===== src/rtl/core/sdr_pkg.sv =====
// Shared types and constants for the signed divide/remainder pipeline.
// No dependencies; used by every module under rtl/core.
package sdr_pkg;

    localparam int DATA_WIDTH = 32;

    // One word in flight through the divider pipeline.
    typedef struct packed {
        logic                  valid;
        logic [DATA_WIDTH-1:0] quo;    // dividend bits shift out, quotient bits shift in
        logic [DATA_WIDTH-1:0] rem;    // partial remainder
        logic [DATA_WIDTH-1:0] dvsr;   // divisor magnitude
        logic                  neg_quo;
        logic                  neg_rem;
        logic                  op_rem;
        logic                  div_zero;
    } lane_t;

endpackage


===== src/rtl/core/sdr_prep.sv =====
// Operand stage: takes magnitudes and sign decisions, registers the lane.
// Depends on sdr_pkg.
module sdr_prep (
    input  logic                                clk,
    input  logic                                rst_n,
    input  logic                                advance,
    input  logic                                in_valid,
    input  logic signed [sdr_pkg::DATA_WIDTH-1:0] dividend,
    input  logic signed [sdr_pkg::DATA_WIDTH-1:0] divisor,
    input  logic                                operation,
    output sdr_pkg::lane_t                      lane_out
);

    sdr_pkg::lane_t lane_reg;
    sdr_pkg::lane_t lane_next;
    logic           neg_a;
    logic           neg_b;

    always_comb
    begin
        neg_a = dividend[sdr_pkg::DATA_WIDTH-1];
        neg_b = divisor[sdr_pkg::DATA_WIDTH-1];
        lane_next.valid    = in_valid;
        lane_next.quo      = neg_a ? ('0 - dividend) : dividend;
        lane_next.rem      = '0;
        lane_next.dvsr     = neg_b ? ('0 - divisor) : divisor;
        lane_next.div_zero = (divisor == '0);
        // zero divisor: quotient all ones unsigned, remainder comes back as the dividend
        lane_next.neg_quo  = (neg_a ^ neg_b) & ~lane_next.div_zero;
        lane_next.neg_rem  = neg_a;
        lane_next.op_rem   = operation;
    end

    always_ff @(posedge clk or negedge rst_n)
    begin
        if (!rst_n)
        begin
            lane_reg <= '0;
        end
        else if (advance)
        begin
            lane_reg <= lane_next;
        end
    end

    assign lane_out = lane_reg;

endmodule


===== config.mk =====
export PLATFORM = sky130hd
export DESIGN_NAME = sdr_prep
export DESIGN_NICKNAME = d
export VERILOG_FILES = /design/src/rtl/core/sdr_pkg.sv /design/src/rtl/core/sdr_prep.sv
export SDC_FILE = /design/constraint.sdc
export NUM_CORES = 1
export LEC_CHECK = 0
export BUFFER_PORTS_ARGS = -buffer_cell sky130_fd_sc_hd__buf_4
export CORE_MARGIN = 1.5
export CORE_UTILIZATION = 45
export DETAILED_ROUTE_END_ITERATION = 12
export GPL_TIMING_DRIVEN = 0
export HOLD_SLACK_MARGIN = 0.03
export PLACE_DENSITY = 0.73
export SLEW_MARGIN = 20
export SYNTH_ARGS = -nofsm -noshare
export SYNTH_HDL_FRONTEND = slang
export SYNTH_SLANG_ARGS = --single-unit

===== constraint.sdc =====
create_clock -name clk -period 1.3 [get_ports clk]
set_clock_uncertainty 0.05 [all_clocks]
set_input_delay 0.325 -clock clk [delete_from_list [all_inputs] [get_ports clk]]
set_output_delay 0.325 -clock clk [all_outputs]
set_load 0.02 [all_outputs]

## Word level (Yosys, flattened, before mapping)

Index checks and enable logic that the tools add are counted.
W data, S select, Z words.

- Bits in registers: 69
- Input bits: 69
- Output and inout bits: 101
- Word-level logic and storage cells: 15

- Add/sub/neg operators: 2
- Muxes and demuxes: 2
- Bitwise gates (word level): 3
- Reductions and logical operators: 1

Operators by type and width:

| operator | number |
|---|---|
| $mux W32 | 2 |
| $sub A1 B32 Y32 const A | 2 |
| $logic_not A32 Y1 | 1 |
| $and A1 B1 Y1 | 1 |
| $not A1 Y1 | 1 |
| $xor A1 B1 Y1 | 1 |

## Logic depth before layout (Yosys ltp)

- Depth after elaboration: 3
- Gate-level depth with buffers: 8
- Gate-level depth less buffers: 6

## Worst setup path after synthesis

OpenSTA, ideal clock, no wires.

- Kind: input port to flip-flop
- From: input port divisor[0] in the netlist's numbering
- To: register lane_reg, in the netlist lane_out[32]
- Library setup time: 69 ps
- Data arrival time: 2208 ps
- Data required time: 1181 ps
- Slack: -1027 ps
- Cell stages on the path: 8
- Path buffers: 2
- Cells stage by stage: inv_1 ha_1 or3b_1 clkbuf_1 or4_1 buf_2 or4_1 nand3_1

- Word-level cells in the longest chain between the ends: 2

Ends and longest elaborated chain:

| item | RTL line | text |
|---|---|---|
| start, declared | sdr_prep.sv:9 | `input logic signed [sdr_pkg::DATA_WIDTH-1:0] divisor,` |
| $sub A1 B32 Y32 | sdr_prep.sv:26 | `lane_next.dvsr = neg_b ? ('0 - divisor) : divisor;` |
| $mux W32 | sdr_prep.sv:26 |  |
| end signal, assigned | sdr_prep.sv:42 | `lane_reg <= lane_next;` |
| end, declared | sdr_prep.sv:14 | `sdr_pkg::lane_t lane_reg;` |

Every way passes these cells.
A chain may end at the register's enable or synchronous reset.

## Final worst setup path

- From: input port divisor[8] in the netlist's numbering
- To: register lane_reg, in the netlist lane_out[24]

The elaborated chain is that of the path after synthesis.

==> impl_metrics.json <==
{
  "final_nets": 873,
  "finalCritPeriodShare_pct": 156.4,
  "clk_pin_slew_ns": 0.08,
  "grt_pass1_vias": 5313,
  "crit_path_cell_trace": "buf_8 -> or4_4 -> or4_4 -> buf_6 -> or4_1 -> nand3_1",
  "largest_reg_flops": 69,
  "placed_cells": 876,
  "numCtsBuffers": 9,
  "tightest_slew_ns": 0.9529,
  "synth_fa_ha_area_share_pct": 0.5180,
  "start_util_pct": 46.59,
  "antenna_found_initial": 0,
  "firstDrtPassIters": 5,
  "cp-endpoint": "lane_out[24]$_DFFE_PN0P_",
  "cp_max_fo": 3,
  "avgSynthCellArea_um2": 8.387,
  "start_kind": "input port",
  "rsz0062_at_grt": "true",
  "syn-cell-area_um2": 4831,
  "synth_top_family_by_area": "simple AND/OR/NAND/NOR gates",
  "via_per_inst": 5.977,
  "antenna_left": 0,
  "synth.area.top_cells": "dfrtp_1 36%, buf_4 5.0%, or4_1 4.0%",
  "hold_violations": 0,
  "critPathMostFrequentCell": "or4_4",
  "dieArea_um2": 11370,
  "port_buffers": 133,
  "postLayoutCoreUtil_pct": 74.37,
  "crit_start": "divisor[8]",
  "cap_violations": 0,
  "yosys_warnings": 0,
  "die_height_um": 106.6,
  "seq_area_frac_synth_pct": 35.74,
  "synth_compound_area_share_pct": 18.16,
  "numClockSinks": 69,
  "synthArstFlopShare_pct": 100.0,
  "final_cells": 941,
  "ys_seq_elements": 69,
  "die_w_um": 106.6,
  "drt_iter0_drc": 368,
  "fin_hold_ws_ns": 0.06936,
  "crit_type": "in2reg",
  "htree_num_levels": 3,
  "clockBufferDepth": 2,
  "synth_mux_area_share_pct": 1.813,
  "core_um2": 10370,
  "yosys.area_share.simple_pct": 28.59,
  "vias": 5624,
  "rows": 37,
  "grt_start_max_net_pins": 70,
  "fin_setup_tns_ns": -27.66,
  "synth_most_common_cell": "dfrtp_1",
  "cts_tree": "built",
  "violations": "setup timing",
  "crit_buf_inv": 2,
  "netlist_instances": 576,
  "r2r-start": "lane_out[92]$_DFFE_PN0P_",
  "track_usage_pct": 30.30,
  "overflow": 0,
  "crit_path_end_kind": "flop",
  "preCtsSetupSlack_ns": -1.229,
  "wl_mm": 18.45,
  "worst-r2r-cell-count": 4,
  "drc": 0,
  "slew_headroom_pct": 36.47,
  "r2r_end": "lane_out[92]$_DFFE_PN0P_",
  "layout_min_cycle_time_ns": 2.033,
  "setup_viol": 59,
  "drive_gt1_share_pct": 43.85,
  "ff2ff_setup_slack_ns": 0.11,
  "synth_edf_count": 0,
  "ys_types": 56,
  "status": "finished, violations left",
  "antenna_cells": 0,
  "clock-root-buffer": "clkbuf_8",
  "pin_count": 170,
  "powerDensity_nw_per_um2": 838.7,
  "vdd_drop_max_uv": 583.0,
  "cp.depth": 6,
  "area_delta_synth_final_pct": 59.65,
  "synth.top_cell.area_share_pct": 35.74,
  "hpwl_mm": 11.59,
  "hold_path_class": "in2async",
  "cpMaxStageDelayCell": "or4_4",
  "critical_path_required_ns": 1.53,
  "report.final.slew_viol_count": 0,
  "synthTopCellsByCount": "69 x dfrtp_1, 50 x nor2_1, 39 x clkbuf_1, 36 x nand3_1, 32 x buf_4",
  "p_leak_nw": 3.455,
  "synth_xor_area_share_pct": 4.170,
  "cpPeakStageDelay_ns": 0.57,
  "setup_slack_ns": -0.7333,
  "grt_pass1_wl_mm": 27.06,
  "synth_ff_type": "dfrtp_1",
  "fmax_mhz": 491.8,
  "yosysTopAreaCell": "dfrtp_1",
  "arrival_ns": 2.27,
  "post_drt_wl_per_cell_um": 19.61,
  "cp_top_family": "simple AND/OR/NAND/NOR gates",
  "worst_skew_pair.late_latency_ns": 0.34,
  "gp_congestion": 0.9648
}
==> stage by stage <==
step	total power, W	area, µm²
3_3_place_gp	0.004530	6372
2_1_floorplan	0.003658	5204
6_report	0.006468	7712
5_1_grt	0.006717	7712
4_1_cts	0.006276	7207
3_5_place_dp	0.004566	6372
==> cell usage in the layout (no fill, tap or decap), types with 5 or more instances in the layout <==
| cell type | Yosys | final |
|---|---|---|
| nand2_1 | 22 | 20 |
| a2111o_1 | 8 | 8 |
| o21ai_2 | 0 | 5 |
| inv_1 | 20 | 16 |
| o31ai_4 | 0 | 8 |
| a21oi_1 | 29 | 27 |
| buf_8 | 0 | 12 |
| o41ai_4 | 0 | 5 |
| nor3_1 | 15 | 11 |
| clkbuf_1 | 39 | 16 |
| dfrtp_1 | 69 | 69 |
| a31oi_1 | 24 | 24 |
| nand3_2 | 0 | 8 |
| or4_1 | 26 | 11 |
| conb_1 | 1 | 32 |
| o21ai_0 | 14 | 5 |
| clkbuf_2 | 1 | 13 |
| nor2b_1 | 25 | 25 |
| nand3_1 | 36 | 28 |
| nor2_1 | 50 | 48 |
| or3_1 | 17 | 17 |
| nand4_1 | 16 | 16 |
| clkbuf_8 | 0 | 14 |
| mux2_2 | 6 | 5 |
| nor4_1 | 13 | 6 |
| nor4_4 | 1 | 8 |
| buf_4 | 32 | 172 |
| buf_6 | 2 | 41 |
| or4_4 | 3 | 18 |
| xor2_1 | 20 | 19 |
==> final cells by class <==
class | count | area (µm²)
Clock inverter | 2 | 10.01
Timing Repair Buffer | 191 | 1709
Clock buffer | 12 | 155.1
Inverter | 20 | 110.1
Fill cell | 779 | 2658
Multi-Input combinational cell | 435 | 3321
Buffer | 76 | 510.5
Tap cell | 136 | 170.2
Sequential cell | 69 | 1727
==> worst min path at each step <==
stage | start | slack, ns | endpoint | depth (start not counted)
after global routing | rst_n | 0.14 | lane_out[29]$_DFFE_PN0P_ | 1
final | rst_n | 0.07 | lane_out[29]$_DFFE_PN0P_ | 1
after CTS | rst_n | 0.10 | lane_out[29]$_DFFE_PN0P_ | 1
after global placement | lane_out[35]$_DFFE_PN0P_ | 0.42 | lane_out[35]$_DFFE_PN0P_ | 1
after floorplan | rst_n | -0.02 | lane_out[0]$_DFFE_PN0P_ | 0
after detailed placement | lane_out[35]$_DFFE_PN0P_ | 0.42 | lane_out[35]$_DFFE_PN0P_ | 1
==> worst reg2reg max path, cell delays in order (launching register included) <==
cell	delay, ns
dfrtp_1	0.41
buf_4	0.14
inv_1	0.04
o221ai_1	0.10
or3_1	0.33
==> per-layer routing <==
layer	track usage, %	part of all wire, %
met2	50.55	50
met1	38.58	39
met3	5.106	7.9
met5	0	0
met4	13.43	2.9
==> cell families (layout without fill, tap and decap cells) <==
kind of cell	count (synthesis)	count (layout)
and+or+nand+nor	245	245
AOI/OAI and AO/OA	125	125
buffers and inverters	103	301
DFF	69	69
xor gates and xnor gates	23	23
muxes	8	8
adders and majority gates	2	2
other	1	32
==> power by group <==
group / switching [W] / internal (W) / total, W
registers: 0.000157 / 0.00239 / 0.00254
clock network: 0.000841 / 0.000772 / 0.00161
logic: 0.00130 / 0.00101 / 0.00231
total: 0.00230 / 0.00417 / 0.00647
==> repair_timing <==
action	4_1_cts	5_1_grt
pin swaps	57	63
hold buffers	0	0
endpoints found under the setup margin	70	82
resized for setup	105	99
gates cloned	1	1
setup buffers	33	27
No activity file was read; power rests on OpenSTA's default activity.
