--- src/rtl/core/sdr_pkg.sv ---
// Shared types and constants for the signed divide/remainder pipeline.
// No dependencies; used by every module under rtl/core.
package sdr_pkg;

    localparam int DATA_WIDTH = 32;

    // One word in flight through the divider pipeline.
    typedef struct packed {
        logic                  valid;
        logic [DATA_WIDTH-1:0] quo;    // dividend bits shift out, quotient bits shift in
        logic [DATA_WIDTH-1:0] rem;    // partial remainder
        logic [DATA_WIDTH-1:0] dvsr;   // divisor magnitude
        logic                  neg_quo;
        logic                  neg_rem;
        logic                  op_rem;
        logic                  div_zero;
    } lane_t;

endpackage

--- src/rtl/core/sdr_fix.sv ---
// Output stage: selects quotient or remainder, applies the sign, holds the word.
// Depends on sdr_pkg.
module sdr_fix (
    input  logic                                  clk,
    input  logic                                  rst_n,
    input  logic                                  advance,
    input  sdr_pkg::lane_t                        lane_in,
    output logic                                  out_valid,
    output logic signed [sdr_pkg::DATA_WIDTH-1:0] result,
    output logic                                  divide_by_zero
);

    logic                          valid_reg;
    logic [sdr_pkg::DATA_WIDTH-1:0] result_reg;
    logic                          dbz_reg;
    logic [sdr_pkg::DATA_WIDTH-1:0] mag;
    logic                          neg;
    logic [sdr_pkg::DATA_WIDTH-1:0] result_next;

    always_comb
    begin
        mag         = lane_in.op_rem ? lane_in.rem : lane_in.quo;
        neg         = lane_in.op_rem ? lane_in.neg_rem : lane_in.neg_quo;
        result_next = neg ? ('0 - mag) : mag;
    end

    always_ff @(posedge clk or negedge rst_n)
    begin
        if (!rst_n)
        begin
            valid_reg  <= 1'b0;
            result_reg <= '0;
            dbz_reg    <= 1'b0;
        end
        else if (advance)
        begin
            valid_reg  <= lane_in.valid;
            result_reg <= result_next;
            dbz_reg    <= lane_in.div_zero;
        end
    end

    assign out_valid      = valid_reg;
    assign result         = result_reg;
    assign divide_by_zero = dbz_reg;

endmodule
--- config.mk ---
export PLATFORM = sky130hd
export DESIGN_NAME = sdr_fix
export DESIGN_NICKNAME = d
export VERILOG_FILES = /design/src/rtl/core/sdr_pkg.sv /design/src/rtl/core/sdr_fix.sv
export SDC_FILE = /design/constraint.sdc
export NUM_CORES = 1
export LEC_CHECK = 0
export BUFFER_PORTS_ARGS = -buffer_cell sky130_fd_sc_hd__buf_2
export CAP_MARGIN = 20
export CORE_ASPECT_RATIO = 1.2
export CORE_UTILIZATION = 45
export DETAILED_ROUTE_END_ITERATION = 10
export GPL_TIMING_DRIVEN = 0
export HOLD_SLACK_MARGIN = 0.02
export PLACE_DENSITY_LB_ADDON = 0.1
export SYNTH_ARGS = -nofsm -noshare
export SYNTH_HDL_FRONTEND = slang
export SYNTH_SLANG_ARGS = --single-unit
--- constraint.sdc ---
create_clock -name clk -period 1.4 [get_ports clk]
set_clock_uncertainty 0.15 [all_clocks]
set_input_delay 0.28 -clock clk [delete_from_list [all_inputs] [get_ports clk]]
set_output_delay 0.28 -clock clk [all_outputs]
set_load 0.03 [all_outputs]
; Word-level counts from Yosys, hierarchy flattened
; Index checks and enable logic that the tools add are counted.
[word_totals]
regBits = 34
input_bits = 104
wordCells = 7
[op_classes]
n_addsub = 1
mux = 3
[ops]
columns = op, count
row1 = $mux W32, 2
row2 = $sub A1 B32 Y32 const A, 1
row3 = $mux W1, 1

; Depth between registers and ports, before layout
; Gate-level depths: netlist of the first run.
[depth]
ltp_word = 3
depth_mapped = 14
ltp_nobuf = 6

; Least setup slack after synthesis of the first run
; No wires, ideal clock.
[synth_timing]
kind = input port to flip-flop
startpoint = input port lane_in[1] (netlist name)
endpoint = register result_reg (netlist bit result[24])
setup_time_ns = 0.069
arrival_ns = 3.360
required_ns = 1.181
setup_slack_ns = -2.179
cell_stages = 14
n_path_buf = 8
path_cell_list = buf_6 buf_8 buf_6 buf_2 buf_2 buf_2 buf_2 mux2i_1 ha_1 o211ai_1 or4_4 buf_6 or4_1 nand3_1
[synth_via]
elab_chain_len = 3
elab_cells_between_ends = 4
classes_between = add/sub: 1 / mux: 3
[synth_rtl]
columns = element, line_no
row1 = from (decl), sdr_fix.sv:7  ; input sdr_pkg::lane_t lane_in,
row2 = $mux W32, sdr_fix.sv:22  ; mag = lane_in.op_rem ? lane_in.rem : lane_in.quo;
row3 = $sub A1 B32 Y32, sdr_fix.sv:24  ; result_next = neg ? ('0 - mag) : mag;
row4 = $mux W32 *, sdr_fix.sv:24
row5 = to (signal assigned), sdr_fix.sv:38  ; result_reg <= result_next;
row6 = to (decl), sdr_fix.sv:14  ; logic [sdr_pkg::DATA_WIDTH-1:0] result_reg;
; Every way passes the cells marked *; elsewhere a longest branch is shown, timed or not.
; A chain may end at the register's enable or synchronous reset.

; Final worst setup path of the first run
[layout_timing]
startpoint = input port lane_in[1] (netlist name)
endpoint = register result_reg (netlist bit result[18])
; Same word-level chain as after synthesis.

==> metrics, run 1 <==
syn avg cell area=8.76 um2; Routed wire per std cell=20.2 um; Mapped Cells=333; Vias=3,613; path type of the worst setup path=input pin to flip-flop; Layout area overhead=56.9%; static leakage=2.05 nW; Post-Place Cell Area=3590 um2; GRT overflow=0; FMAX=0.350 GHz; max reg flops=32; vias in the first global route=3,351; Worst IR Drop VDD=609 uV; Antenna Cells=0; Final nets=590; CTS max path bufs=2; failing checks=setup timing; htree depth=2; Post-Synth Adder-Cell Area=0.429%; Crit path largest cell delay=0.54 ns; top_reg_cell synth=dfrtp_1; Root Buffer=clkbuf_8; IO Count=138; largest family of logic cells by synthesized area=simple AND/OR/NAND/NOR gates; CTS clk-pin slew, worst paths=0.08 ns; status=finished with violations; slew of the pin with the lowest slew margin=1.03 ns; worst flop-to-flop path startpoint=result[21]; Die W=75.5 um; Hold Crit Start=lane_in[0]; pwr dens=807 nW/um2; Seq/Total Area, Yosys=29.2%; clock latency at the later pin of the worst-skew pair=0.28 ns; minimum hold slack=0.0855 ns; fillers=448; dominant cell by count in the synthesized netlist=dfrtp_1; Starting DRT DRC Count=278; max-slew violations=0; critical-path maximum fanout=7; Post-DRT Antenna Nets=0; endpoints failing setup=32; Worst Setup SP=lane_in[1]; clk sinks=34; die area=6810 um2; Post-synth EDFFs=0; syn_nets=438; Syn Std Cell Area=2920 um2; Synth area leaders=dfrtp_1, mux2_2, mux2i_1, nor3_1, a21oi_1; post-layout min period=2.86 ns; worst setup margin=-1.46 ns; port bufs=105; compound-cell area share of the yosys netlist=16.6%; Synth async-reset ratio=100%; post-synth cell types=56; post-synthesis mux area share=18.4%; sequence of cells on the critical path=buf_8 > buf_8 > buf_8 > buf_6 > buf_8 > buf_8 > buf_12 > buf_12 > mux2i_4 > ha_4 > o211ai_1 > or4_4 > buf_6 > buf_12 > and4_1 > a211o_1; RSZ-0062 raised after global routing=yes; Die Ht=90.2 um; total track usage=32.7%; CTS tree=built; RePlAce Congestion=0.909; critical path arrival=2.89 ns; top cells by count, synth=dfrtp_1, mux2_2, nor3_1; ratio of cells with drive above 1 in the final layout=51.4%; post-DP HPWL=7180 um; Via density=6.36; initial antenna violation count=0; post-synthesis xor/xnor area fraction=4.50%; Final Hold Vio Count=0; drt pass-1 iters=5; area leader, netlist=dfrtp_1; initial cell density of the core=47.6%; largest net degree at the start of global routing=35; Seq cells post-synth=34; max cap viols=0; Synth warnings=0; CP dominant cell by count=buf_8; CTS buffer count=5; path category of the worst min-delay check=input pin to flip-flop; top cell type's share of synthesized area=29.2%; Worst path slowest cell=or4_4; crit end category=flip-flop; routed wire length=11,500 um; number of remaining DRC errors=0; final worst-path cycle share=204%; CP Data Required Time=1.43 ns; Placement Rows=31; core area=6130 um2; final instance area=4580 um2; Worst setup SP type=input pin; global-route wire length before repair=17,000 um; Slew HR=31.4%; simple-gate portion of the synthesized area=26.0%
[metrics by stage]
stage                     setup slack [ns]  utilization [%]  cells  power [mW]  setup TNS [ns]
after floorplan                      -1.86                -    333        2.12          -33.64
after global placement               -2.48             58.5    520        2.58          -51.68
after detailed placement             -2.49             58.5    520        2.60          -52.48
after CTS                            -1.51             68.2    554        3.51          -30.38
after global routing                 -1.49             74.7    568        3.85          -33.14
final                                -1.46             74.7    568        3.70          -31.76
[cell families after synthesis]
group	after synthesis
AOI/OAI and AO/OA	71
xor gates and xnor gates	15
adders and majority gates	1
buffers and inverters	27
DFF	34
muxes	50
and+or+nand+nor	135
[path summary, 6_finish.rpt]
check / depth (start not counted) / slack, ns / end
setup / recovery: 16 / -1.46 / result[18]
hold / removal: 2 / 0.09 / divide_by_zero
setup reg to reg: 3 / 0.11 / result[21]
hold reg to reg: 1 / 0.35 / result[18]
max in group asynchronous: 2 / 0.37 / result[11]
min in group asynchronous: 2 / 0.38 / divide_by_zero
[layout by cell type (no fill, tap or decap), drive strengths merged, types with 14 or more instances in the layout]
master / instances
clkbuf: 20
mux2: 29
nor2: 22
a21oi: 18
mux2i: 21
dfrtp: 34
nor3: 25
buf: 153
nand2: 19
nand3: 14
[critical path: cells and delay by family]
kind	cells	cell delay (ns)
AO/OA/AOI/OAI	2	0.38
adder cells (fa/ha/maj)	1	0.17
buffers and inverters	10	1.16
multiplexers	1	0.19
AND/OR/NAND/NOR	2	0.70
[timing repair]
action / in CTS / in global routing
pin swaps: 20 / 21
hold buffers: 1 / 0
gates cloned: 2 / 0
endpoints found under the hold margin: 34 / 0
gates resized for setup: 64 / 65
setup buffers: 23 / 16
setup endpoints to repair: 34 / 66
[report_power, final]
part	internal [mW]	switching [mW]
Clock	0.398	0.388
Sequential	1.14	0.0876
Combinational	0.687	0.993
Total	2.23	1.47
[final cells by class]
type | instances | area (um2) | share of cell area (%)
timing repair buffer | 144 | 892 | 19.5
clock buffer | 7 | 86.3 | 1.89
inverter | 4 | 15.0 | 0.328
multi-input combinational | 273 | 2390 | 52.3
sequential | 34 | 851 | 18.6
tap | 82 | 103 | 2.24
clock inverter | 1 | 5.00 | 0.109
buffer | 23 | 234 | 5.11
[routing by layer]
layer | wire, um | global-route usage (%)
met5 | 0 | 0
met1 | 4400 | 43.0
met3 | 1000 | 4.26
met2 | 5770 | 52.7
met4 | 320 | 13.7
Power figures use the tool's default switching activity.
==> run 2: changes to the inputs <==
--- a/config.mk
+++ b/config.mk
@@ -9,10 +9,12 @@
 export CAP_MARGIN = 20
 export CORE_ASPECT_RATIO = 1.2
 export CORE_UTILIZATION = 45
+export CTS_BUF_LIST = sky130_fd_sc_hd__clkbuf_8
 export DETAILED_ROUTE_END_ITERATION = 10
 export GPL_TIMING_DRIVEN = 0
 export HOLD_SLACK_MARGIN = 0.02
 export PLACE_DENSITY_LB_ADDON = 0.1
+export SKIP_LAST_GASP = 1
 export SYNTH_ARGS = -nofsm -noshare
 export SYNTH_HDL_FRONTEND = slang
 export SYNTH_SLANG_ARGS = --single-unit
==> run 2 against run 1 <==
Net effect: the flow still finishes with violations (setup timing); clock-buffer cell count down 1; die area unchanged; non-clock buffer count unchanged; cell count unchanged; sequential power about the same; critical path depth unchanged; maximum frequency up 0.62%; sequential share of layout area up 0.087 points; hold slack worse by 0.021 ns; flip-flop and latch count unchanged; critical path type unchanged.
==> metrics, run 2 (synthesis gave the netlist of run 1 again) <==
Register-to-Register Path Depth=3; max reg flops=32; Vias=3,599; static leakage=2.03 nW; Layout area overhead=56.2%; port bufs=105; slew of the pin with the lowest slew margin=1.02 ns; Via density=6.34; post-DP HPWL=7180 um; max-slew violations=0; Starting DRT DRC Count=316; CTS clk-pin slew, worst paths=0.08 ns; initial cell density of the core=47.6%; number of remaining DRC errors=0; critical-path maximum fanout=7; placed cell count=520; initial antenna violation count=0; post-layout min period=2.84 ns; Root Buffer=clkbuf_8; htree depth=2; sequential share of power=33.3%; critical path arrival=2.87 ns; Die W=75.5 um; largest net degree at the start of global routing=35; path category of the worst min-delay check=input pin to flip-flop; CTS max path bufs=2; CP Data Required Time=1.43 ns; clock latency at the later pin of the worst-skew pair=0.29 ns; max cap viols=0; Sw Share=40.1%; vias in the first global route=3,348; failing checks=setup timing; CTS buffer count=5; Worst setup SP type=input pin; FF-to-FF setup slack=0.12 ns; Routed wire per std cell=20.3 um; Comb power frac=45.2%; drt pass-1 iters=5; Worst IR Drop VDD=599 uV; global-route wire length before repair=17,000 um; FMAX=0.352 GHz; RePlAce Congestion=0.909; die area=6810 um2; IO Count=138; Int Pwr=2.20 mW; final core occ=74.4%; commonest cells after routing, fill and taps aside=buf_2, dfrtp_1, buf_4; final worst-path cycle share=203%; Post-Layout Cell Count=568; commonest non-fill, non-tap cell in the layout=buf_2; pwr dens=808 nW/um2; routed wire length=11,500 um; worst setup margin=-1.44 ns; ratio of cells with drive above 1 in the final layout=51.0%; path type of the worst setup path=input pin to flip-flop; Clk pwr share=21.5%; CTS tree=built; clk sinks=34; Antenna Cells=0; Placement Rows=31; GRT overflow=0; P_sw=1.48 mW; Slew HR=32.0%; endpoints failing setup=32; minimum hold slack=0.0646 ns; crit end category=flip-flop; total track usage=32.7%; Post-DRT Antenna Nets=0; RSZ-0062 raised after global routing=yes; status=finished with violations; Final nets=590; core area=6130 um2; Final Hold Vio Count=0; hold path cells=2; Die Ht=90.2 um; Pwr Total=3.68 mW
run 2: cell types whose count changed in the layout (fill, tap and decap cells not counted), sizes merged:
cell,before,now
clkbuf,20,18
inv,4,5
buf,153,154
run 2: timing repair:
action | 4_1_cts | 5_1_grt
hold endpoints to repair | 34 | 0
cloned | 2 | 0
gates resized for setup | 64 | 57
pin swaps | 20 | 21
buffers inserted | 23 | 16
setup endpoints to repair | 34 | 66
hold buffers | 1 | 0
run 2: cell type report:
class                   count  area, um2
clock buffers               6       82.6
well taps                  82        103
fillers                   465       1570
clock inverters             2       8.76
inverters                   4       15.0
multi-input cells         273       2380
flip-flops and latches     34        851
plain buffers              23        226
repair buffers            144        892
run 2: worst paths after layout:
kind / start / end
hold reg to reg: result[18] / result[18]
setup reg to reg: result[21] / result[21]
setup / recovery: lane_in[1] / result[18]
hold / removal: lane_in[0] / divide_by_zero
min in group asynchronous: rst_n / result[19]
max in group asynchronous: rst_n / result[11]
run 2: power groups by stage:
stage          Combinational (mW)  Sequential (mW)  Clock, mW
2_1_floorplan               0.553             1.57          0
3_3_place_gp                 1.34             1.24          0
3_5_place_dp                 1.36             1.24          0
4_1_cts                      1.49             1.23      0.787
5_1_grt                      1.75             1.25      0.827
6_report                     1.66             1.23      0.791
run 2: metal layers:
metal	part of all wire, %	GRT usage [%]
met1	38	43.0
met5	0	0
met2	50	52.7
met4	3.5	13.7
met3	9.1	4.26
run 2: critical path, stage by stage:
cell      delay (ns)
buf_8           0.10
buf_8           0.11
buf_8           0.11
buf_6           0.11
buf_8           0.11
buf_8           0.11
buf_12          0.12
buf_12          0.12
mux2i_4         0.18
ha_4            0.17
o211ai_1        0.15
or4_4           0.54
buf_6           0.15
buf_12          0.12
and4_1          0.16
a211o_1         0.22
run 2: per-stage QoR:
stage / setup TNS (ns) / instance area, um2 / worst slack (ns)
floorplan: -33.64 / 2960 / -1.86
global placement: -51.68 / 3590 / -2.48
detailed placement: -52.48 / 3590 / -2.49
CTS: -30.38 / 4180 / -1.51
global route: -33.42 / 4560 / -1.49
finish: -31.87 / 4560 / -1.44
