`src/rtl/core/sdr_pkg.sv`:
```
// Shared types and constants for the signed divide/remainder pipeline.
// No dependencies; used by every module under rtl/core.
package sdr_pkg;

    localparam int DATA_WIDTH = 32;

    // One word in flight through the divider pipeline.
    typedef struct packed {
        logic                  valid;
        logic [DATA_WIDTH-1:0] quo;    // dividend bits shift out, quotient bits shift in
        logic [DATA_WIDTH-1:0] rem;    // partial remainder
        logic [DATA_WIDTH-1:0] dvsr;   // divisor magnitude
        logic                  neg_quo;
        logic                  neg_rem;
        logic                  op_rem;
        logic                  div_zero;
    } lane_t;

endpackage

```
`src/rtl/core/sdr_cell.sv`:
```
// One restoring division step: decides one quotient bit and hands the lane on.
// Depends on sdr_pkg.
module sdr_cell (
    input  logic           clk,
    input  logic           rst_n,
    input  logic           advance,
    input  sdr_pkg::lane_t lane_in,
    output sdr_pkg::lane_t lane_out
);

    sdr_pkg::lane_t               lane_reg;
    sdr_pkg::lane_t               lane_next;
    logic [sdr_pkg::DATA_WIDTH:0] shifted;
    logic [sdr_pkg::DATA_WIDTH:0] diff;
    logic                         fits;

    always_comb
    begin
        shifted   = {lane_in.rem, lane_in.quo[sdr_pkg::DATA_WIDTH-1]};
        diff      = shifted - {1'b0, lane_in.dvsr};
        fits      = ~diff[sdr_pkg::DATA_WIDTH];
        lane_next     = lane_in;
        lane_next.quo = {lane_in.quo[sdr_pkg::DATA_WIDTH-2:0], fits};
        lane_next.rem = fits ? diff[sdr_pkg::DATA_WIDTH-1:0]
                             : shifted[sdr_pkg::DATA_WIDTH-1:0];
    end

    always_ff @(posedge clk or negedge rst_n)
    begin
        if (!rst_n)
        begin
            lane_reg <= '0;
        end
        else if (advance)
        begin
            lane_reg <= lane_next;
        end
    end

    assign lane_out = lane_reg;

endmodule

```
`config.mk`:
```
export PLATFORM = sky130hd
export DESIGN_NAME = sdr_cell
export DESIGN_NICKNAME = d
export VERILOG_FILES = /design/src/rtl/core/sdr_pkg.sv /design/src/rtl/core/sdr_cell.sv
export SDC_FILE = /design/constraint.sdc
export NUM_CORES = 1
export LEC_CHECK = 0
export ABC_AREA = 1
export BUFFER_PORTS_ARGS = -buffer_cell sky130_fd_sc_hd__buf_2
export CAP_MARGIN = 20
export CELL_PAD_IN_SITES_DETAIL_PLACEMENT = 0
export CELL_PAD_IN_SITES_GLOBAL_PLACEMENT = 1
export CORE_UTILIZATION = 30
export DETAILED_ROUTE_END_ITERATION = 16
export GPL_TIMING_DRIVEN = 0
export HOLD_SLACK_MARGIN = 0.06
export MAX_ROUTING_LAYER = met4
export PLACE_DENSITY = 0.82
export SYNTH_ARGS = -nofsm -noshare
export SYNTH_HDL_FRONTEND = slang
export SYNTH_SLANG_ARGS = --single-unit
```
`constraint.sdc`:
```
create_clock -name clk -period 0.8 [get_ports clk]
set_input_delay 0.12 -clock clk [delete_from_list [all_inputs] [get_ports clk]]
set_output_delay 0.12 -clock clk [all_outputs]
set_load 0.01 [all_outputs]
```
# After elaboration in Yosys (flattened, before gate mapping)
# Index checks and enable logic that the tools add are counted.
[totals]
register_bits = 101
input_bits = 104
word_cells = 11
[op_classes]
addsub = 1
muxes = 1
bitwise = 1
[ops]
columns = ["op", "n"]
rows = [
  ["$sub A33 B32 Y33", 1],
  ["$mux W32", 1],
  ["$not A1 Y1", 1],
]

# Logic depth before layout (Yosys ltp)
# Gate-level depths: netlist of run 1.
[logic_depth]
ltp_word = 2
depth_mapped = 18
ltp_nobuf = 17

# Worst setup path before layout of run 1
# Ideal clock, no wire load.
[synth_path]
kind = "input to register"
start = "input port lane_in[99] in the netlist's numbering"
end = "register lane_reg, in the netlist lane_out[55]"
setup_ns = 0.117
arrival_ns = 1.838
setup_slack_ns = -1.156
stages = 18
cell_sequence = "inv_1 -> ha_1 -> fa_1 -> inv_1 -> nand2_1 -> nand2_1 -> nand3_1 -> nand2_2 -> nand2_2 -> nand2_2 -> nand2_4 -> nand2_4 -> nand2_8 -> nand2_8 -> buf_12 -> nand2_2 -> nand3_1 -> nand2_1"
[synth_via]
elab_chain_len = 2
[synth_rtl]
columns = ["element", "line", "text"]
rows = [
  ["start, declared", "sdr_cell.sv:7", "input sdr_pkg::lane_t lane_in,"],
  ["$sub A33 B32 Y33", "sdr_cell.sv:20", "diff = shifted - {1'b0, lane_in.dvsr};"],
  ["$mux W32", "sdr_cell.sv:24", "lane_next.rem = fits ? diff[sdr_pkg::DATA_WIDTH-1:0]"],
  ["end signal, assigned", "sdr_cell.sv:36", "lane_reg <= lane_next;"],
  ["end, declared", "sdr_cell.sv:11", "sdr_pkg::lane_t lane_reg;"],
]
# Every way passes these cells.
# A chain may end at the register's enable or synchronous reset.

# Final worst setup path of run 1
[layout_path]
start = "input port lane_in[99] in the netlist's numbering"
end = "register lane_reg, in the netlist lane_out[38]"
# Same word-level chain as after synthesis.

==> impl_results.md, run 1 <==
- Status: finished, violations left
- Failing checks: negative hold slack, negative setup slack
- Clock Path Buffers: 2
- Startpoint Class: input port
- Routed Antenna Nets: 0
- Iter 0 DRT Violations: 427
- Critical Path End Type: flip-flop
- Total gr overflow: 0
- Sequential area share after synthesis: 35.8%
- Syn_area_per_cell: 6.57 sq um
- #FFs+latches synth: 101
- Power per Cell Area: 1570 nW/um^2
- Max-Slew Margin vs Limit: 65.5%
- Crit-path cells: buf_12 -> inv_12 -> ha_4 -> fa_2 -> inv_2 -> nand2_2 -> buf_4 -> buf_4 -> buf_4 -> buf_4 -> buf_4 -> buf_4 -> buf_4 -> nand2_2 -> nand3_2 -> nand3_2 -> nand2_2
- Largest net degree at the start of global routing: 68
- Die W: 155 um
- Main synth FF type: dfrtp_1
- Dpl ws: -1640 ps
- Worst skew pair latency: between 300 and 400 ps
- Root buf cell: clkbuf_16
- Post-synth EDFFs: 0
- Cell area after synthesis: 7060 sq um
- Die area: between 20,000 and 25,000 sq um
- Fin crit period: between 1500 and 2000 ps
- Number of vias per cell: 4.38
- Highest Clock Rate: 0.548 GHz
- DP Wirelength: around 19,000 um
- Reg clk slew, reported paths: approximately 80 ps
- CTS sink count: about 100
- Gp weighted congestion: 0.901
- Global-route usage over all layers: 21.7%
- Post-synth ARST share: 100%
- Hold WS: -286 ps
- Area Overhead vs Synth: 56.9%
- Clock skew: 0 ps
- Most frequent CP cell: buf_4
- Worst min path class: input port to asynchronous set/reset pin
- Worst r2r path cells: 4
- Slowest cell on crit path: fa_2
- RSZ-0062 raised after global routing: yes
- Most common cell after layout, fill and taps aside: nand2_1
- Worst Path Buf+Inv: 10
- Final worst slack: -1020 ps
- Synth Instances: 1,075
- Critical Path RT: 1050 ps
- Clock buffer count from CTS: 9
- Number of flip-flops under the largest register name: 101
- Endpoints failing setup: 138
- Most frequent cells in the layout: 437 x nand2_1, 178 x buf_2, 159 x inv_1
- P_leak: around 0.0063 uW
- Synth warn: 0
- CP max FO: 2
- Layout cell share with drive strength beyond 1: between 30% and 40%
- Max-slew violation count: 0
- First-pass GRT wire length: a little under 40,000 um
- Vias: around 7,700
- Drt first pass iters: 5
- Setup_tns: -52,950 ps
- Nets@finish: 1,573
- Cts hold-fix bufs: 52
- H-tree levels: 3
- Post-synthesis net count: 1,212
- VDD IR max: 916 uV
- Die H: 155 um
- Endpoints failing hold: 34
- Max Cap Violations: 0
- CORE AREA: 22,800 sq um
- Detailed Route WL: between 20,000 and 30,000 um
- WL/cell: 14.5 um
- Cell variety after synth: 35
- Final period util: 228%
- # IOs: 205
- Kind of cell adding the most delay to the critical path: buffers and inverters
- Crit path arrival time: 2070 ps
- Input/output buffers: between 200 and 250
- Row count: 55
- Kind of critical path: input port to flip-flop
- Worst-Margin Slew: 518 ps
- Antenna violations before repair: 1
- # DRC: 0
- WP depth: 17
- Worst stage delay on the critical path: 400 ps
- CTS tree: yes
- Initial Util: 30.9%
- Vias in the first global route: 7,476
==> synth_stat cells, types with 6 or more instances <==
| cell | instances | area share (%) |
|---|---|---|
| o21ai_0 | 33 | 2.3 |
| nor2_1 | 46 | 2.4 |
| nand3_1 | 76 | 5.4 |
| nand3b_1 | 13 | 1.4 |
| nand4_1 | 6 | 0.53 |
| clkbuf_1 | 17 | 0.90 |
| a21oi_1 | 19 | 1.3 |
| inv_1 | 171 | 9.1 |
| xnor2_1 | 6 | 0.74 |
| nand3_2 | 7 | 0.99 |
| nand2_2 | 24 | 2.1 |
| ha_1 | 32 | 5.7 |
| nand2_1 | 478 | 25 |
| dfrtp_1 | 101 | 36 |
==> logic make-up (layout without fill, tap and decap cells) <==
logic type / count (synthesis) / after routing / share of synthesized area [%]
other cells: 0 / 1 / 0
flops: 101 / 101 / 35.8
xor+xnor: 10 / 10 / 1.24
simple gates: 670 / 670 / 40.9
fa+ha+maj: 33 / 33 / 5.96
buf+inv: 203 / 569 / 11.6
compound gates: 58 / 58 / 4.47
==> metal layers <==
metal | up-vias | part of all wire, % | track usage [%]
met4 | 0 | 2.1 | 6.54
met1 | 3505 | 46 | 27.1
met3 | 28 | 4.1 | 2.95
li1 | 3978 | - | -
met5 | - | 0 | -
met2 | 183 | 48 | 36.3
==> worst paths after layout <==
path / from / to / slack, ps
worst min-delay path: rst_n / lane_out[12] / -290
worst max-delay path: lane_in[99] / lane_out[38] / -1020
worst max register to register: lane_out[69] / lane_out[69] / -50
max in group asynchronous: rst_n / lane_out[24] / 370
worst min register to register: lane_out[74] / lane_out[74] / 470
min in group clk: lane_in[34] / lane_out[34] / 50
==> final cells by class <==
type | count | area, sq um
tap | 313 | 392
clock buffer | 9 | 225
multi-input combinational | 771 | 4400
inverter | 175 | 674
fill | 2272 | 11800
sequential | 101 | 2530
clock inverter | 7 | 58.8
timing repair buffer | 351 | 2560
antenna | 1 | 2.50
buffer | 27 | 234
==> per-stage QoR <==
stage,hold WS (ps),power (uW),area (sq um),util [%],std cells
final,-286,17400,11100,48.5,1755
after global routing,-245,18500,11100,48.5,1755
after CTS,-273,16900,10500,46.0,1720
after detailed placement,123,11100,8670,37.9,1592
after global placement,319,11100,8640,37.8,1591
after floorplan,-176,9200,7230,-,1075
==> power breakdown <==
part           total, uW  internal, uW  switching [uW]
Clock               4350          2170            2180
Combinational       6990          3280            3710
Sequential          6040          5700             344
Total              17400         11100            6230
==> repair_timing <==
| item | 4_1_cts | 5_1_grt |
|---|---|---|
| pin swaps | 29 | 32 |
| endpoints found under the setup margin | 134 | 163 |
| resized for setup | 102 | 84 |
| gates cloned | 2 | 0 |
| buffers inserted | 59 | 36 |
| hold endpoints to repair | 86 | 34 |
(Power assumes the default switching activity.)
==> run 2, diff against run 1 <==
--- a/config.mk
+++ b/config.mk
@@ -5,7 +5,6 @@
 export SDC_FILE = /design/constraint.sdc
 export NUM_CORES = 1
 export LEC_CHECK = 0
-export ABC_AREA = 1
 export BUFFER_PORTS_ARGS = -buffer_cell sky130_fd_sc_hd__buf_2
 export CAP_MARGIN = 20
 export CELL_PAD_IN_SITES_DETAIL_PLACEMENT = 0
@@ -15,7 +14,7 @@
 export GPL_TIMING_DRIVEN = 0
 export HOLD_SLACK_MARGIN = 0.06
 export MAX_ROUTING_LAYER = met4
-export PLACE_DENSITY = 0.82
+export PLACE_DENSITY = 0.78
 export SYNTH_ARGS = -nofsm -noshare
 export SYNTH_HDL_FRONTEND = slang
 export SYNTH_SLANG_ARGS = --single-unit
==> run 2 against run 1 <==
Effect of this change: the run still ends with negative hold slack, negative setup slack left; sequential share of layout area rose by 1.7 points; sequential power up 2%; design area shrank 6.9%; clock power is 9.2% higher; clock-buffer cell count increased by 1; largest power group unchanged; power is 2.3% higher; via count shrank 26%.
==> impl_results.md, run 2 <==
- Main synth FF type: dfrtp_1
- Fin util: 52.8% (+4.3 points)
- Total gr overflow: 0 (unchanged)
- Failing checks: negative hold slack, negative setup slack
- Reg clk slew, reported paths: 80 ps (about the same)
- Crit-path cells: buf_2 -> inv_1 -> ha_4 -> o21a_1 -> o211ai_1 -> a31oi_4 -> o211ai_4 -> a211oi_4 -> or3_4 -> and2_4 -> buf_12 -> buf_6 -> o21a_1 -> a22o_1
- Cell variety after synth: 59 (+69%)
- Most common cell after layout, fill and taps aside: buf_2
- Die W: 143 um (-7.8%)
- CTS tree: yes
- CORE AREA: 19,500 sq um (-15%)
- CP max FO: 7 (+5)
- Synth Instances: 580 (-46%)
- #FFs+latches synth: 101 (unchanged)
- Seq pwr share: 34.7% (about the same)
- First-pass GRT wire length: 29,600 um (-24%)
- Crit path arrival time: 2620 ps (+550 ps)
- Detailed Route WL: 19,500 um (-23%)
- Number of flip-flops under the largest register name: 101 (unchanged)
- Synth top area share: 42.3% (+6.4 points)
- Cell area after synthesis: 5980 sq um (-15%)
- Most frequent cells in the layout: 174 x buf_2, 101 x dfrtp_1, 68 x mux2_4
- Final worst slack: -1570 ps (-543 ps)
- Clock buffer count from CTS: 9 (unchanged)
- Synth warn: 0 (unchanged)
- Routed Antenna Nets: 0 (unchanged)
- Number of vias per cell: 4.65 (+6.1%)
- Dpl ws: -2100 ps (-463 ps)
- Total Power: 17,800 uW (+2.3%)
- Final Cell Area: 10,300 sq um (-6.9%)
- Post-synthesis net count: 717 (-41%)
- Root buf cell: clkbuf_16
- Iter 0 DRT Violations: 165 (-61%)
- Most area-hungry cell type in the Yosys netlist: dfrtp_1
- Highest Clock Rate: 0.423 GHz (-23%)
- Post-synth ARST share: 100% (unchanged)
- WL/cell: 16.0 um (+11%)
- Cts hold-fix bufs: 70 (+35%)
- Setup_tns: -72,660 ps (-19,710 ps)
- Post-placement cell area: 8010 sq um (-7.6%)
- # IOs: 205 (unchanged)
- Status: finished, violations left
- Logic pwr share: 38.6% (-1.6 points)
- Worst min path class: input port to asynchronous set/reset pin
- Input/output buffers: 203 (unchanged)
- Critical Path End Type: flip-flop
- Layout cell share with drive strength beyond 1: 49.5% (+15 points)
- Max-Slew Margin vs Limit: 52.5% (-13 points)
- Kind of critical path: input port to flip-flop
- Max-slew violation count: 0 (unchanged)
- Most frequent CP cell: o21a_1
- Slowest cell on crit path: or3_4
- Post-synth EDFFs: 0 (unchanged)
- P_leak: 0.00498 uW (-20%)
- Top-count cell post-synth: dfrtp_1
- ANT cells: 0 (-1)
- Fin crit period: 2370 ps (+543 ps)
- Area contributors post-synth: dfrtp_1 42%, mux2_2 13%, ha_1 6.7%, a21oi_1 4.3%, mux2i_1 3.7%
- Worst stage delay on the critical path: 400 ps (about the same)
- Drt first pass iters: 4 (-1)
- Final period util: 296% (+68 points)
- Worst-Margin Slew: 713 ps (+195 ps)
- Largest net degree at the start of global routing: 53 (-22%)
- Clock Path Buffers: 2 (unchanged)
- Vias in the first global route: 5,699 (-24%)
- Global-route usage over all layers: 19.7% (-2.0 points)
- Nets@finish: 1,089 (-31%)
- Most frequent cells after synthesis: 101 x dfrtp_1, 68 x mux2_2, 51 x a21oi_1
- Endpoints failing setup: 173 (+25%)
- DP Wirelength: 13,300 um (-30%)
- H-tree levels: 3 (unchanged)
- Sequential area share after synthesis: 42.3% (+6.4 points)
- Syn_area_per_cell: 10.3 sq um (+57%)
- Critical Path RT: 1060 ps (about the same)
- VDD IR max: 772 uV (-16%)
- Initial Util: 30.6% (-0.26 points)
- CTS sink count: 101 (unchanged)
- Cell Int Power: 12,200 uW (+9.5%)
- Antenna violations before repair: 0 (-1)
- Sw Share: 31.3% (-4.5 points)
- Power per Cell Area: 1720 nW/um^2 (+9.9%)
- RSZ-0062 raised after global routing: yes
- Vias: 5,682 (-26%)
- Die H: 143 um (-7.8%)
- Die area: 20,500 sq um (-15%)
- Clock power share: 26.7% (+1.7 points)
- Net Switching: 5570 uW (-11%)
- Worst skew pair latency: 360 ps (about the same)
- Row count: 51 (-7.3%)
- Area Overhead vs Synth: 72.3%
- Max Cap Violations: 0 (unchanged)
- Clock skew: 0 ps (unchanged)
- Endpoints failing hold: 51 (+50%)
- Startpoint Class: input port
- Hold WS: -197 ps (+89.3 ps)
- # DRC: 0 (unchanged)
- Gp weighted congestion: 0.889 (-1.3%)
==> run 2: area by class of cell <==
cell class / count / area [sq um]
Fill cell: 1783 / 9220
Multi-Input combinational cell: 413 / 3860
Timing Repair Buffer: 363 / 2740
Sequential cell: 101 / 2530
Buffer: 24 / 369
Tap cell: 265 / 332
Clock buffer: 10 / 239
Inverter: 40 / 163
Clock inverter: 6 / 76.3
==> run 2: path summary, 6_finish.rpt <==
| check | startpoint | endpoint | slack [ps] | cells past startpoint |
|---|---|---|---|---|
| setup reg to reg | lane_out[64] | lane_out[64] | -130 | 4 |
| max in group asynchronous | rst_n | lane_out[26] | 300 | 2 |
| hold reg to reg | lane_out[78] | lane_out[78] | 510 | 1 |
| hold / removal | rst_n | lane_out[41] | -200 | 1 |
| min in group clk | lane_in[57] | lane_out[58] | 70 | 3 |
| setup / recovery | lane_in[10] | lane_out[60] | -1570 | 14 |
==> run 2: repair_timing <==
| action | 4_1_cts | 5_1_grt |
|---|---|---|
| gates resized for setup | 78 | 53 |
| buffers inserted | 53 | 34 |
| cloned | 4 | 0 |
| setup endpoints to repair | 136 | 167 |
| pin swaps | 26 | 18 |
| endpoints found under the hold margin | 121 | 51 |
==> run 2: stage by stage <==
stage                     cells  hold slack [ps]
after floorplan             580             -176
after global placement     1048              351
after detailed placement   1049              221
after CTS                  1192             -175
after global routing       1222             -135
final                      1222             -197
==> run 2: cells by family (layout without fill, tap and decap cells) <==
| family | Yosys count | after routing | synth area share (%) |
|---|---|---|---|
| xor+xnor | 28 | 28 | 4.10 |
| buf+inv | 66 | 443 | 4.75 |
| fa+ha+maj | 33 | 33 | 7.03 |
| flops | 101 | 101 | 42.3 |
| simple gates | 123 | 123 | 9.73 |
| compound gates | 137 | 137 | 15.2 |
| mux | 92 | 92 | 17.0 |
==> run 2: power by group through the flow <==
stage,registers (uW),clock network (uW),logic (uW)
after global placement,6160,0,4950
final,6160,4750,6860
after CTS,6110,4920,6400
after global routing,6240,5070,7420
after floorplan,6520,0,2890
after detailed placement,6190,0,5000
==> run 2: critical path, delay by kind of cell <==
kind                       cells  cell delay (ps)
and+or+nand+nor                2              590
AOI/OAI and AO/OA              7             1200
adders and majority gates      1              230
buffers and inverters          4              480
==> run 2: per-layer routing <==
metal  track usage (%)  up-vias  routed length, um
li1                  -     2803                  -
met1              23.6     2714               8530
met2              32.9      142               9770
met3              3.69       23                868
met4              6.83        0                377
met5                 -        -                  0
